`config.mk`:
```
export PLATFORM = sky130hd
export DESIGN_NAME = internet_checksum_stream
export DESIGN_NICKNAME = d
export VERILOG_FILES = /design/src/rtl/ics_pkg.sv /design/src/rtl/ics_front.sv /design/src/rtl/ics_queue.sv /design/src/rtl/ics_back.sv /design/src/rtl/internet_checksum_stream.sv
export SDC_FILE = /design/constraint.sdc
export NUM_CORES = 1
export LEC_CHECK = 0
export BUFFER_PORTS_ARGS = -buffer_cell sky130_fd_sc_hd__clkbuf_2
export CAP_MARGIN = 40
export CORE_ASPECT_RATIO = 1.4
export CORE_MARGIN = 2
export CORE_UTILIZATION = 53
export DETAILED_ROUTE_END_ITERATION = 8
export GPL_TIMING_DRIVEN = 0
export PLACE_DENSITY = 0.76
export REMOVE_ABC_BUFFERS = 1
export SLEW_MARGIN = 5
export SYNTH_ARGS = -nofsm -noshare
export SYNTH_HDL_FRONTEND = slang
export SYNTH_SLANG_ARGS = --single-unit
```
`constraint.sdc`:
```
create_clock -name clock -period 5.5 [get_ports clock]
set_input_delay 0.275 -clock clock [delete_from_list [all_inputs] [get_ports clock]]
set_output_delay 0.275 -clock clock [all_outputs]
set_load 0.01 [all_outputs]
```
`src/rtl/ics_pkg.sv`:
```
// package: beat types, operation codes and ones'-complement helpers
`timescale 1ns / 1ps
package ics_pkg;

   localparam int SumWidth = 16;
   localparam logic [SumWidth-1:0] SumMask = 16'hFFFF;
   localparam logic [SumWidth-1:0] LowMask = 16'h00FF;
   localparam logic [SumWidth-1:0] HighMask = 16'hFF00;
   localparam int QueueDepth = 2;

   typedef enum logic [1:0] {
      OP_ADD_BYTE = 2'd0,
      OP_MERGE    = 2'd1,
      OP_NEGATE   = 2'd2,
      OP_NONE     = 2'd3
   } op_type;

   typedef enum logic [1:0] {
      CMD_ADD    = 2'd0,
      CMD_NEGATE = 2'd1,
      CMD_HOLD   = 2'd2
   } cmd_kind_type;

   typedef struct packed {
      logic [1:0]          operation;
      logic [7:0]          data_byte;
      logic [SumWidth-1:0] partial_checksum;
      logic                offset_odd;
      logic                last;
   } req_type;

   typedef struct packed {
      logic [SumWidth-1:0] checksum;
      logic                is_final;
   } rsp_type;

   typedef struct packed {
      cmd_kind_type        kind;
      logic [SumWidth-1:0] value;
      logic                last;
   } cmd_type;

   function automatic logic [SumWidth-1:0] oc_add(input logic [SumWidth-1:0] a,
                                                  input logic [SumWidth-1:0] b);
      logic [SumWidth:0] t;
      t = {1'b0, a} + {1'b0, b};
      return t[SumWidth-1:0] + {{(SumWidth-1){1'b0}}, t[SumWidth]};
   endfunction

endpackage

```
`src/rtl/ics_front.sv`:
```
// front end: lane tracking and classification of input beats into commands
`timescale 1ns / 1ps
module ics_front
   import ics_pkg::*;
(
   input  logic    clock,
   input  logic    reset,
   input  req_type req,
   input  logic    accept,
   output cmd_type cmd
);

   logic lane_ff;
   logic lane_in;
   logic [SumWidth-1:0] merge_value;

   assign merge_value = ~req.partial_checksum;

   always_comb begin
      cmd.last = req.last;
      cmd.kind = CMD_HOLD;
      cmd.value = '0;
      case (op_type'(req.operation))
         OP_ADD_BYTE: begin
            cmd.kind = CMD_ADD;
            cmd.value = lane_ff ? ({req.data_byte, 8'h00} & HighMask)
                                : ({8'h00, req.data_byte} & LowMask);
         end
         OP_MERGE: begin
            cmd.kind = CMD_ADD;
            cmd.value = req.offset_odd ? {merge_value[7:0], merge_value[15:8]}
                                       : merge_value;
         end
         OP_NEGATE: begin
            cmd.kind = CMD_NEGATE;
         end
         default: begin
            cmd.kind = CMD_HOLD;
         end
      endcase
   end

   always_comb begin
      lane_in = lane_ff;
      if (accept) begin
         if (req.last) begin
            lane_in = 1'b0;
         end else if (op_type'(req.operation) == OP_ADD_BYTE) begin
            lane_in = ~lane_ff;
         end
      end
   end

   always_ff @(posedge clock) begin
      if (reset) begin
         lane_ff <= 1'b0;
      end else begin
         lane_ff <= lane_in;
      end
   end

endmodule

```
`src/rtl/ics_queue.sv`:
```
// short command queue between front and back end
`timescale 1ns / 1ps
module ics_queue
   import ics_pkg::*;
(
   input  logic    clock,
   input  logic    reset,
   input  logic    push_valid,
   output logic    push_ready,
   input  cmd_type push_cmd,
   output logic    pop_valid,
   input  logic    pop_ready,
   output cmd_type pop_cmd
);

   localparam int PtrWidth = $clog2(QueueDepth);
   localparam int CountWidth = $clog2(QueueDepth + 1);

   cmd_type entry_ff [QueueDepth];
   logic [PtrWidth-1:0] wr_ptr_ff, wr_ptr_in;
   logic [PtrWidth-1:0] rd_ptr_ff, rd_ptr_in;
   logic [CountWidth-1:0] count_ff, count_in;
   logic do_push, do_pop;

   assign push_ready = (count_ff != CountWidth'(QueueDepth));
   assign pop_valid = (count_ff != '0);
   assign pop_cmd = entry_ff[rd_ptr_ff];
   assign do_push = push_valid && push_ready;
   assign do_pop = pop_valid && pop_ready;

   always_comb begin
      wr_ptr_in = wr_ptr_ff;
      rd_ptr_in = rd_ptr_ff;
      count_in = count_ff;
      if (do_push) begin
         wr_ptr_in = (wr_ptr_ff == PtrWidth'(QueueDepth - 1)) ? '0 : wr_ptr_ff + 1'b1;
      end
      if (do_pop) begin
         rd_ptr_in = (rd_ptr_ff == PtrWidth'(QueueDepth - 1)) ? '0 : rd_ptr_ff + 1'b1;
      end
      if (do_push && !do_pop) begin
         count_in = count_ff + 1'b1;
      end else if (do_pop && !do_push) begin
         count_in = count_ff - 1'b1;
      end
   end

   always_ff @(posedge clock) begin
      if (reset) begin
         wr_ptr_ff <= '0;
         rd_ptr_ff <= '0;
         count_ff <= '0;
      end else begin
         wr_ptr_ff <= wr_ptr_in;
         rd_ptr_ff <= rd_ptr_in;
         count_ff <= count_in;
      end
   end

   always_ff @(posedge clock) begin
      if (do_push) begin
         entry_ff[wr_ptr_ff] <= push_cmd;
      end
   end

endmodule

```
`src/rtl/ics_back.sv`:
```
// back end: running ones'-complement sum and output register
`timescale 1ns / 1ps
module ics_back
   import ics_pkg::*;
(
   input  logic    clock,
   input  logic    reset,
   input  logic    cmd_valid,
   output logic    cmd_ready,
   input  cmd_type cmd,
   output logic    rsp_valid,
   input  logic    rsp_ready,
   output rsp_type rsp
);

   logic [SumWidth-1:0] sum_ff, sum_in;
   logic [SumWidth-1:0] new_sum;
   logic rsp_valid_ff, rsp_valid_in;
   rsp_type rsp_ff, rsp_in;
   logic take;

   assign cmd_ready = !rsp_valid_ff || rsp_ready;
   assign take = cmd_valid && cmd_ready;
   assign rsp_valid = rsp_valid_ff;
   assign rsp = rsp_ff;

   always_comb begin
      case (cmd.kind)
         CMD_ADD: new_sum = oc_add(sum_ff, cmd.value);
         CMD_NEGATE: new_sum = SumMask ^ sum_ff;
         default: new_sum = sum_ff;
      endcase
   end

   always_comb begin
      sum_in = sum_ff;
      rsp_in = rsp_ff;
      rsp_valid_in = rsp_valid_ff;
      if (take) begin
         sum_in = cmd.last ? '0 : new_sum;
         rsp_in.checksum = ~new_sum;
         rsp_in.is_final = cmd.last;
         rsp_valid_in = 1'b1;
      end else if (rsp_ready) begin
         rsp_valid_in = 1'b0;
      end
   end

   always_ff @(posedge clock) begin
      if (reset) begin
         sum_ff <= '0;
         rsp_valid_ff <= 1'b0;
      end else begin
         sum_ff <= sum_in;
         rsp_valid_ff <= rsp_valid_in;
      end
   end

   always_ff @(posedge clock) begin
      rsp_ff <= rsp_in;
   end

endmodule

```
`src/rtl/internet_checksum_stream.sv`:
```
// top level: streaming internet checksum over bytes, merges and negates
// a req beat is registered in the command queue, then in the output register that drives rsp_valid
// throughput: one beat per cycle while rsp_ready is high, with the end-around add in the back end combinational
// a two-entry command queue and the output register let each side stall on its own
// synchronous active-high reset clears the sum, the lane and all valid state
`timescale 1ns / 1ps
module internet_checksum_stream
   import ics_pkg::*;
(
   input  logic    clock,
   input  logic    reset,
   input  logic    req_valid,
   output logic    req_ready,
   input  req_type req_payload,
   output logic    rsp_valid,
   input  logic    rsp_ready,
   output rsp_type rsp_payload
);

   cmd_type front_cmd;
   cmd_type queue_cmd;
   logic queue_valid;
   logic back_ready;
   logic req_accept;

   assign req_accept = req_valid && req_ready;

   ics_front u_front (
      .clock  (clock),
      .reset  (reset),
      .req    (req_payload),
      .accept (req_accept),
      .cmd    (front_cmd)
   );

   ics_queue u_queue (
      .clock      (clock),
      .reset      (reset),
      .push_valid (req_valid),
      .push_ready (req_ready),
      .push_cmd   (front_cmd),
      .pop_valid  (queue_valid),
      .pop_ready  (back_ready),
      .pop_cmd    (queue_cmd)
   );

   ics_back u_back (
      .clock     (clock),
      .reset     (reset),
      .cmd_valid (queue_valid),
      .cmd_ready (back_ready),
      .cmd       (queue_cmd),
      .rsp_valid (rsp_valid),
      .rsp_ready (rsp_ready),
      .rsp       (rsp_payload)
   );

endmodule

```
; Word level (Yosys, flattened, before mapping)
; Memory sizes are Yosys's and may differ from the RTL's. A register that Yosys moved wholly into a read port is not among the register bits.
; Index checks and enable logic that the tools add are counted.
[totals]
latchBits = 0
register_bits = 39
in_bits = 32
out_inout_bits = 19
elab_cells = 57
ram_bits = 38
rom_bits = 0
memories = 1
[memory_table]
columns = memory, words, word_bits, read_ports, rd_clocked_by_memory_dff, wr, line
row1 = u_queue.entry_ff, 2, 19, 1, 1, 1, ics_queue.sv:19  ; cmd_type entry_ff [QueueDepth];
[op_classes]
n_bitwise = 4
mux = 18
multipliers = 0
n_eq_ne = 4
n_div = 0
order_cmp = 0
reduce_logical = 16
n_addsub = 6
shift = 0
[op_table]
columns = op, n
row1 = 16-bit one-hot mux with 2 select lines, 2
row2 = 16-bit 2-to-1 mux, 3
row3 = 16-bit inverter, 3
row4 = 16-bit by 16-bit adder with 17-bit output, 1
row5 = 16-bit by 1-bit adder with 16-bit output, 1
row6 = 1-bit 2-to-1 mux, 10
row7 = 2-bit nonzero test, 4
row8 = 2-bit by 1-bit equality test with 1-bit output (second input constant), 2
row9 = 1-bit logical AND, 4
row10 = 2-bit logical NOT, 2
row11 = 2-bit 2-to-1 mux, 2
row12 = 2-bit one-hot mux with 2 select lines, 1
row13 = 1-bit logical NOT, 3
row14 = 1-bit adder (second input constant), 2
row15 = 2-bit by 1-bit adder with 2-bit output (second input constant), 1
row16 = 2-bit equality test (second input constant), 1
row17 = 2-bit inequality test (second input constant), 1
row18 = 2-bit AND reduction, 1
row19 = 2-bit OR reduction, 1
row20 = 2-bit by 1-bit subtractor with 2-bit output (second input constant), 1
row21 = 1-bit logical OR, 1
row22 = 1-bit inverter, 1

; Depth between registers and ports, before layout
; Gate-level depths: netlist (run 1).
[depth]
ltp_word = 6
mapped_depth = 24
mapped_depth_nobuf = 21

; Hierarchy
; From an unflattened synthesis (run 1), not the netlist that was laid out.
[unflattened]
cells_unflattened = 447
hier_area_um2 = 4845.9
[by_module_without_submodules]
columns = mod, cells_each, area_each_um2, instances, seq_area_each_um2
row1 = ics_back, 316, 2791.4, 1, 850.8
row2 = ics_queue, 83, 1590.3, 1, 1241.2
row3 = ics_front, 47, 457.9, 1, 20.0
row4 = internet_checksum_stream, 1, 6.3, 1, 0.0

; Least setup slack after synthesis (run 1)
; No wires, ideal clock.
[synth_timing]
kind = flip-flop to flip-flop
from = register (tool-made name)
to = register u_back.rsp_ff (netlist bit u_back.rsp[15]) (data pin)
required_time_ns = 5.240
n_path_buf = 4
path_stages_with_launch = 25
period_less_slack_ns = 5.241
slack_ns = 0.259
setup_ns = 0.260
t_arrival_ns = 4.981
cell_sequence = dfxtp_1 -> buf_1 -> clkbuf_1 -> mux2_2 -> ha_1 -> buf_2 -> and3_1 -> clkbuf_1 -> and2_1 -> nand3_1 -> o2111ai_1 -> a21oi_1 -> nor2b_1 -> o21ai_0 -> nand2b_1 -> ha_1 -> nand2_1 -> a2111o_1 -> a211oi_4 -> nand4_4 -> nor3_4 -> and4_1 -> xor2_1 -> a21oi_1 -> mux2_2
[synth_lines]
columns = element, line
row1 = to (signal assigned), ics_back.sv:60  ; rsp_ff <= rsp_in;
row2 = to (decl), ics_back.sv:19  ; rsp_type rsp_ff, rsp_in;

==> impl_metrics.env, run 1 <==
export IMPL_status="completed"
export IMPL_dieArea_sq_um=9630
export IMPL_grt_use_total_pct=21.3
export IMPL_synthArstFlopShare_pct=0
export IMPL_drc=0
export IMPL_switching_power_uw=1160
export IMPL_p_per_area_nw_per_um2=543
export IMPL_crit_fanout=20
export IMPL_clk_latency_ns=0.34
export IMPL_synth_edff_count=55
export IMPL_postRouteAntennaNets=0
export IMPL_rsz0062_at_grt="no"
export IMPL_place_congestion=0.880
export IMPL_synth_area_top_cells="edfxtp_1 35%, dfxtp_1 9.8%, ha_1 5.1%"
export IMPL_p_leak_uw=0.00215
export IMPL_finalCritPeriodShare_pct=94.5
export IMPL_maxSlewHeadroom_pct=50.6
export IMPL_slew_viol_final=0
export IMPL_yosysTopAreaCell="edfxtp_1"
export IMPL_r2r_worst_path_cells=21
export IMPL_nFillCells=706
export IMPL_worstPathArrival_ns=5.28
export IMPL_routed_wl_um=10200
export IMPL_firstDrtPassIters=4
export IMPL_hp_class="input port to flip-flop"
export IMPL_routed_via_density=6.13
export IMPL_drv_cap=0
export IMPL_synth_seq_area_share_pct=45.0
export IMPL_synth_area_sq_um=4690
export IMPL_seqPwrFrac_pct=31.6
export IMPL_hold_start="req_payload[0]"
export IMPL_synth_top_area_share_pct=35.2
export IMPL_row_count=40
export IMPL_pin_count=51
export IMPL_cts_tree="yes"
export IMPL_holdWs_ns=0.187
export IMPL_htree_levels=3
export IMPL_min_period_ns=5.20
export IMPL_num_vias=3726
export IMPL_antennaDiodeCount=0
export IMPL_end_kind="flip-flop"
export IMPL_layout_commonest_cell="edfxtp_1"
export IMPL_place_hpwl_um=7760
export IMPL_initial_utilization_pct=54.5
export IMPL_tightest_slew_ns=0.741
export IMPL_switching_share_pct=39.5
export IMPL_setup_viol_count_final=0
export IMPL_vdd_drop_max_mv=0.221
export IMPL_core_sq_um=8610
export IMPL_die_x_um=83.5
export IMPL_cts_sinks=78
export IMPL_drt_wirelength_per_cell_um=16.8
export IMPL_p_clk_share_pct=19.2
export IMPL_synthFlopType="edfxtp_1"
export IMPL_crit_required_ns=5.59
export IMPL_avgSynthCellArea_sq_um=10.4
export IMPL_path_class="flip-flop to flip-flop"
export IMPL_p_total_uw=2930
export IMPL_yosys_warnings=0
export IMPL_grt_pass1_wl_um=16400
export IMPL_drive_gt1_share_pct=22.3
export IMPL_holdPathStages=1
export IMPL_syn2layout_area_growth_pct=15.2
export IMPL_nets=550
export IMPL_timing_fmax_mhz=192
export IMPL_synth_distinct_cells=58
export IMPL_synthCells=449
export IMPL_internal_power_uw=1780
export IMPL_grt_pass1_vias=3445
export IMPL_power_share_combinational_pct=49.1
export IMPL_clkSlewWorstSetupHoldPaths_ns=0.06
export IMPL_final_cell_mix="55 x edfxtp_1, 50 x clkbuf_2, 45 x nor2_1"
export IMPL_die_h_um=115
export IMPL_cts_buffer_depth=2
export IMPL_skew_ns=0.00717
export IMPL_grt_max_degree=28
export IMPL_antenna_found_initial=0
export IMPL_overflow=0
export IMPL_critPathLaunchType="flip-flop"
export IMPL_drt_iter0_drc=211
export IMPL_root_buffer="clkbuf_16"
export IMPL_cts_made_buffers=9
export IMPL_io_buffers=50
export IMPL_hold_violations=0
export IMPL_ys_ff_latch=78
-- worst paths after layout --
check / end / slack [ns]
setup / recovery: u_back.rsp[15] / 0.30
hold / removal: u_queue.entry_ff[0][0] / 0.19
setup reg to reg: u_back.rsp[15] / 0.30
hold reg to reg: u_front.lane_ff / 0.50
-- synthesized netlist by cell type (13+ instances only) --
cell type,count
dfxtp_1,23
ha_1,19
a22o_1,16
clkbuf_1,13
mux2_2,21
o21ai_0,14
nand2_1,26
edfxtp_1,55
a21oi_1,25
xnor2_1,14
nand3_1,17
mux2i_1,20
nor2_1,46
-- registers in the layout, indices dropped and copies added, names as in the netlist, named ones only --
| signal | count |
|---|---|
| u_queue.entry_ff | 38 |
| u_queue.wr_ptr_ff | 1 |
| u_queue.count_ff | 2 |
| u_front.lane_ff | 1 |
| u_back.sum_ff | 16 |
| u_queue.rd_ptr_ff | 1 |
| u_back.rsp_valid | 1 |
| u_back.rsp | 17 |
-- metrics by stage --
| step | cells | setup TNS, ns | util [%] | setup WS, ns | cell area [sq um] |
|---|---|---|---|---|---|
| 6_report | 608 | 0 | 62.8 | 0.302 | 5410 |
| 5_1_grt | 608 | 0 | 62.8 | 0.00394 | 5410 |
| 4_1_cts | 607 | 0 | 62.2 | 0.163 | 5350 |
| 3_5_place_dp | 591 | 0 | 58.8 | 0.189 | 5060 |
| 3_3_place_gp | 585 | -0.0759 | 58.1 | -0.0759 | 5000 |
| 2_1_floorplan | 430 | 0 | - | 0.647 | 4620 |
-- worst max-delay path: stages (launching register included) --
cell	delay (ns)
dfxtp_1	0.40
buf_12	0.19
mux2_2	0.36
ha_2	0.38
a21o_1	0.19
a311o_1	0.30
nand2_1	0.08
o2111ai_1	0.21
a21oi_1	0.14
nor2b_1	0.12
o21ai_0	0.08
nand2b_1	0.16
ha_1	0.20
nand2_1	0.11
a2111o_1	0.34
a211oi_4	0.35
nand4_4	0.18
nor3_4	0.24
and4_2	0.30
xor2_2	0.19
o21ai_0	0.13
mux2_2	0.30
-- logic make-up (layout without fill, tap and decap cells) --
| kind of cell | count (synthesis) | in the layout | synth area share (%) |
|---|---|---|---|
| AO/OA/AOI/OAI | 115 | 115 | 17.8 |
| XOR/XNOR | 22 | 22 | 4.11 |
| adder cells (fa/ha/maj) | 20 | 20 | 5.49 |
| buffers and inverters | 26 | 80 | 2.16 |
| flip-flops | 78 | 78 | 45.0 |
| multiplexers | 41 | 41 | 9.31 |
| AND/OR/NAND/NOR | 147 | 147 | 16.1 |
-- metal layers --
layer / vias up / track usage [%] / routed length, um
met1: 1772 / 23.9 / 4060
li1: 1817 / - / -
met2: 115 / 39.0 / 5340
met4: 0 / 10.3 / 356
met5: - / 0 / 0
met3: 22 / 4.02 / 454
-- area by class of cell --
type	instances	area [sq um]	area share (%)
repair buffers	57	328	6.06
inverters	7	26.3	0.486
clock inverters	5	52.6	0.972
multi-input cells	345	2520	46.7
clock buffers	11	233	4.31
flip-flops and latches	78	2110	39.1
well taps	105	131	2.43
-- what timing repair did --
item | CTS | global route
resized for setup | 0 | 11
setup buffers | 0 | 1
hold buffers | 0 | 0
setup endpoints to repair | 0 | 2
-- power by group through the flow --
stage	clock (uW)	sequential, uW	combinational, uW
final	565	928	1440
after global routing	596	946	1590
after CTS	572	926	1400
after detailed placement	0	936	1390
after global placement	0	953	1290
after floorplan	0	971	978
Power figures use the tool's default switching activity.
==> run 2: changes to the inputs <==
--- a/config.mk
+++ b/config.mk
@@ -10,11 +10,12 @@
 export CORE_ASPECT_RATIO = 1.4
 export CORE_MARGIN = 2
 export CORE_UTILIZATION = 53
+export CTS_BUF_LIST = sky130_fd_sc_hd__clkbuf_16
 export DETAILED_ROUTE_END_ITERATION = 8
 export GPL_TIMING_DRIVEN = 0
 export PLACE_DENSITY = 0.76
 export REMOVE_ABC_BUFFERS = 1
-export SLEW_MARGIN = 5
+export SLEW_MARGIN = 20
 export SYNTH_ARGS = -nofsm -noshare
 export SYNTH_HDL_FRONTEND = slang
 export SYNTH_SLANG_ARGS = --single-unit
==> impl_metrics.env, run 2 (synthesis gave the netlist of run 1 again) <==
export IMPL_crit_chain="buf_12 -> mux2_2 -> ha_2 -> a21o_1 -> a311o_1 -> nand2_1 -> o2111ai_1 -> a21oi_1 -> nor2b_1 -> o21ai_0 -> nand2b_1 -> ha_1 -> nand2_1 -> a2111o_1 -> a211oi_4 -> nand4_4 -> nor3_4 -> and4_2 -> xor2_2 -> o21ai_0 -> mux2_2"
export IMPL_cts_made_buffers=9
export IMPL_final_cell_mix="55 x edfxtp_1, 50 x clkbuf_2, 45 x nor2_1"
export IMPL_clkSlewWorstSetupHoldPaths_ns=0.06
export IMPL_path_class="flip-flop to flip-flop"
export IMPL_tightest_slew_ns=0.818
export IMPL_holdWs_ns=0.181
export IMPL_slew_viol_final=0
export IMPL_firstDrtPassIters=4
export IMPL_largest_register_ff_count=38
export IMPL_drt_iter0_drc=169
export IMPL_die_x_um=83.5
export IMPL_fin_util_pct=63.2
export IMPL_layout_cells_non_filler=607
export IMPL_p_per_area_nw_per_um2=550
export IMPL_top_layer="met4"
export IMPL_p_leak_uw=0.00216
export IMPL_wl_met1_um=4090
export IMPL_grt_pass1_vias=3481
export IMPL_grt_use_total_pct=21.4
export IMPL_finalCritPeriodShare_pct=92.8
export IMPL_worstPathArrival_ns=5.19
export IMPL_placed_cells=590
export IMPL_min_period_ns=5.11
export IMPL_nets=549
export IMPL_cp_slowest_cell="dfxtp_4"
export IMPL_grt_max_degree=28
export IMPL_drc=0
export IMPL_place_hpwl_um=7630
export IMPL_met2WireLength_um=5390
export IMPL_clk_latency_ns=0.34
export IMPL_critPathMaxStageDelay_ns=0.39
export IMPL_cts_tree="yes"
export IMPL_placed_area_sq_um=5060
export IMPL_end_kind="flip-flop"
export IMPL_dieArea_sq_um=9630
export IMPL_antennaDiodeCount=0
export IMPL_initial_utilization_pct=54.5
export IMPL_cts_sinks=78
export IMPL_setup_viol_count_final=0
export IMPL_crit_fanout=17
export IMPL_status="completed"
export IMPL_crit_required_ns=5.59
export IMPL_drive_gt1_share_pct=22.9
export IMPL_die_h_um=115
export IMPL_antenna_found_initial=0
export IMPL_final_area_sq_um=5440
export IMPL_num_vias=3683
export IMPL_routed_wl_um=10100
export IMPL_top_register="u_queue.entry_ff"
export IMPL_cts_buffer_depth=2
export IMPL_wl_met3_um=376
export IMPL_timing_fmax_mhz=196
export IMPL_htree_levels=3
export IMPL_place_congestion=0.880
export IMPL_r2r_worst_path_cells=21
export IMPL_root_buffer="clkbuf_16"
export IMPL_pin_count=51
export IMPL_core_sq_um=8610
export IMPL_vdd_drop_max_mv=0.251
export IMPL_cts_hold_buf=0
export IMPL_drv_cap=0
export IMPL_overflow=0
export IMPL_syn2layout_area_growth_pct=16.0
export IMPL_layout_commonest_cell="edfxtp_1"
export IMPL_grt_pass1_wl_um=16500
export IMPL_maxSlewHeadroom_pct=45.5
export IMPL_row_count=40
export IMPL_p_total_uw=2990
export IMPL_critPathLaunchType="flip-flop"
export IMPL_drt_wirelength_per_cell_um=16.6
export IMPL_hold_violations=0
export IMPL_holdPathStages=1
export IMPL_rsz0062_at_grt="no"
export IMPL_io_buffers=50
export IMPL_routed_via_density=6.07
export IMPL_hp_class="input port to flip-flop"
export IMPL_postRouteAntennaNets=0
export IMPL_skew_ns=0.00718
-- run 2: repair_timing --
| item | in CTS | in global routing |
|---|---|---|
| gates resized for setup | 0 | 16 |
| setup buffers | 0 | 1 |
| setup endpoints to repair | 0 | 6 |
| endpoints found under the hold margin | 0 | 0 |
-- run 2: path summary, 6_finish.rpt --
check,from,end,slack [ns]
worst max-delay path,flip-flop,u_back.rsp[15],0.39
worst min register to register,u_queue.rd_ptr_ff,u_queue.rd_ptr_ff,0.52
worst min-delay path,req_payload[0],u_queue.entry_ff[1][0],0.18
worst max register to register,flip-flop,u_back.rsp[15],0.39
-- run 2: cell type report --
cell class | count | area (sq um)
fillers | 713 | 3170
multi-input cells | 345 | 2530
flip-flops and latches | 78 | 2120
repair buffers | 56 | 317
clock buffers | 9 | 225
well taps | 105 | 131
clock inverters | 7 | 90.1
inverters | 7 | 26.3
-- run 2: metal layers --
layer / global-route usage (%) / vias up
li1: - / 1819
met1: 24.9 / 1757
met2: 39.9 / 93
met3: 3.09 / 14
met4: 8.28 / 0
met5: 0 / -
-- run 2: metrics by stage --
stage          TNS (ns)  setup WS (ns)
4_1_cts               0          0.100
3_5_place_dp          0          0.132
3_3_place_gp    -0.0759        -0.0759
5_1_grt               0         0.0413
2_1_floorplan         0          0.647
6_report              0          0.394
-- run 2: report_power, final --
group | internal [uW] | switching, uW | total, uW
Clock | 395 | 226 | 621
Combinational | 584 | 850 | 1430
Sequential | 846 | 88.6 | 935
Total | 1830 | 1160 | 2990
-- run 2: critical path, delay by kind of cell, from the launching register on --
family | cells | cell delay [ns]
AOI/OAI and AO/OA | 8 | 1.71
and+or+nand+nor | 7 | 1.16
muxes | 2 | 0.65
adders and majority gates | 2 | 0.58
DFF | 1 | 0.39
xor gates and xnor gates | 1 | 0.18
buffers and inverters | 1 | 0.16
==> run 3: changes to the inputs <==
--- a/config.mk
+++ b/config.mk
@@ -7,7 +7,6 @@
 export LEC_CHECK = 0
 export BUFFER_PORTS_ARGS = -buffer_cell sky130_fd_sc_hd__clkbuf_2
 export CAP_MARGIN = 40
-export CORE_ASPECT_RATIO = 1.4
 export CORE_MARGIN = 2
 export CORE_UTILIZATION = 53
 export CTS_BUF_LIST = sky130_fd_sc_hd__clkbuf_16
==> impl_metrics.env, run 3 (synthesis gave the netlist of run 1 again) <==
export IMPL_status="completed"
export IMPL_layout_cells_non_filler=610
export IMPL_place_congestion=0.874
export IMPL_setup_viol_count_final=0
export IMPL_cts_buffer_depth=2
export IMPL_antennaDiodeCount=0
export IMPL_p_leak_uw=0.00215
export IMPL_cts_made_buffers=9
export IMPL_drc=0
export IMPL_htree_levels=3
export IMPL_row_count=34
export IMPL_core_sq_um=8640
export IMPL_postRouteAntennaNets=0
export IMPL_min_period_ns=5.24
export IMPL_timing_fmax_mhz=191
export IMPL_top_register="u_queue.entry_ff"
export IMPL_critPathMaxStageDelay_ns=0.39
export IMPL_hold_violations=0
export IMPL_drt_iter0_drc=360
export IMPL_root_buffer="clkbuf_16"
export IMPL_nets=549
export IMPL_drv_cap=0
export IMPL_die_x_um=98.1
export IMPL_syn2layout_area_growth_pct=16.1
export IMPL_cts_hold_buf=0
export IMPL_crit_chain="buf_12 -> mux2_2 -> ha_2 -> a21o_1 -> a311o_1 -> nand2_1 -> o2111ai_1 -> a21oi_1 -> nor2b_1 -> o21ai_0 -> nand2b_1 -> ha_1 -> nand2_1 -> a2111o_1 -> a211oi_4 -> nand4_4 -> nor3_4 -> and4_2 -> xor2_2 -> o21ai_0 -> mux2_2"
export IMPL_crit_fanout=17
export IMPL_end_kind="flip-flop"
export IMPL_skew_ns=0.0123
export IMPL_path_class="flip-flop to flip-flop"
export IMPL_cp_slowest_cell="dfxtp_4"
export IMPL_firstDrtPassIters=5
export IMPL_drive_gt1_share_pct=23.1
export IMPL_routed_via_density=6.14
export IMPL_critPathLaunchType="flip-flop"
export IMPL_grt_pass1_wl_um=16500
export IMPL_drt_wirelength_per_cell_um=16.7
export IMPL_tightest_slew_ns=0.794
export IMPL_maxSlewHeadroom_pct=47.1
export IMPL_dieArea_sq_um=9620
export IMPL_hp_class="input port to flip-flop"
export IMPL_cts_tree="yes"
export IMPL_clkSlewWorstSetupHoldPaths_ns=0.07
export IMPL_place_hpwl_um=7480
export IMPL_p_per_area_nw_per_um2=550
export IMPL_placed_cells=592
export IMPL_crit_required_ns=5.59
export IMPL_initial_utilization_pct=54.3
export IMPL_io_buffers=50
export IMPL_grt_use_total_pct=21.6
export IMPL_routed_wl_um=10200
export IMPL_pin_count=51
export IMPL_cp_num_buf_inv=1
export IMPL_num_vias=3746
export IMPL_final_cell_mix="55 x edfxtp_1, 50 x clkbuf_2, 45 x nor2_1"
export IMPL_finalCritPeriodShare_pct=95.3
export IMPL_slew_viol_final=0
export IMPL_worstPathArrival_ns=5.33
export IMPL_p_total_uw=2990
export IMPL_clk_latency_ns=0.34
export IMPL_die_h_um=98.1
export IMPL_largest_register_ff_count=38
export IMPL_vdd_drop_max_mv=0.237
export IMPL_path_delay_family="compound AO/OA/AOI/OAI gates"
export IMPL_cts_sinks=78
export IMPL_antenna_found_initial=0
export IMPL_layout_commonest_cell="edfxtp_1"
export IMPL_overflow=0
export IMPL_grt_max_degree=28
export IMPL_grt_pass1_vias=3490
-- run 3: cell types whose count changed in the layout (fill, tap and decap cells not counted), sizes merged --
cell and change:
bufinv -1, clkinvlp +1
-- run 3: repair_timing --
action,in CTS,in global routing
setup endpoints to repair,1,8
resized for setup,1,15
pin swaps,0,1
buffers inserted,0,1
-- run 3: metrics by stage --
step                      hold slack, ns  setup slack (ns)   TNS, ns  instance area, sq um  util, %
after floorplan                    0.344             0.647         0                  4620        -
after global placement             0.473            -0.146    -0.151                  5000     57.9
after detailed placement           0.500            0.0388         0                  5050     58.5
after CTS                          0.155            0.0380         0                  5360     62.0
after global routing               0.162          -0.00541  -0.00541                  5440     63.0
final                              0.166             0.260         0                  5440     63.0
-- run 3: path summary, 6_finish.rpt --
check,from,endpoint,slack (ns),cells past startpoint
hold / removal,req_payload[0],u_queue.entry_ff[0][0],0.17,1
hold reg to reg,u_back.sum_ff[13],u_back.sum_ff[13],0.51,2
setup reg to reg,flip-flop,u_back.rsp[15],0.26,21
setup / recovery,flip-flop,u_back.rsp[15],0.26,21
-- run 3: area by class of cell --
class | count | area [sq um]
multi-input cells | 345 | 2540
flip-flops and latches | 78 | 2120
fillers | 696 | 3190
clock inverters | 7 | 78.8
repair buffers | 56 | 320
well taps | 108 | 135
inverters | 7 | 26.3
clock buffers | 9 | 225
-- run 3: layer usage --
| layer | vias up | wire length, um | track usage, % |
|---|---|---|---|
| li1 | 1825 | - | - |
| met1 | 1745 | 4400 | 27.3 |
| met2 | 143 | 4880 | 35.5 |
| met3 | 33 | 493 | 3.87 |
| met4 | 0 | 431 | 11.5 |
| met5 | - | 0 | 0 |
-- run 3: power breakdown --
| group | switching, uW | internal (uW) | leakage [uW] |
|---|---|---|---|
| Sequential | 94.0 | 846 | 0.000709 |
| Combinational | 867 | 588 | 0.00130 |
| Clock | 242 | 357 | 0.000144 |
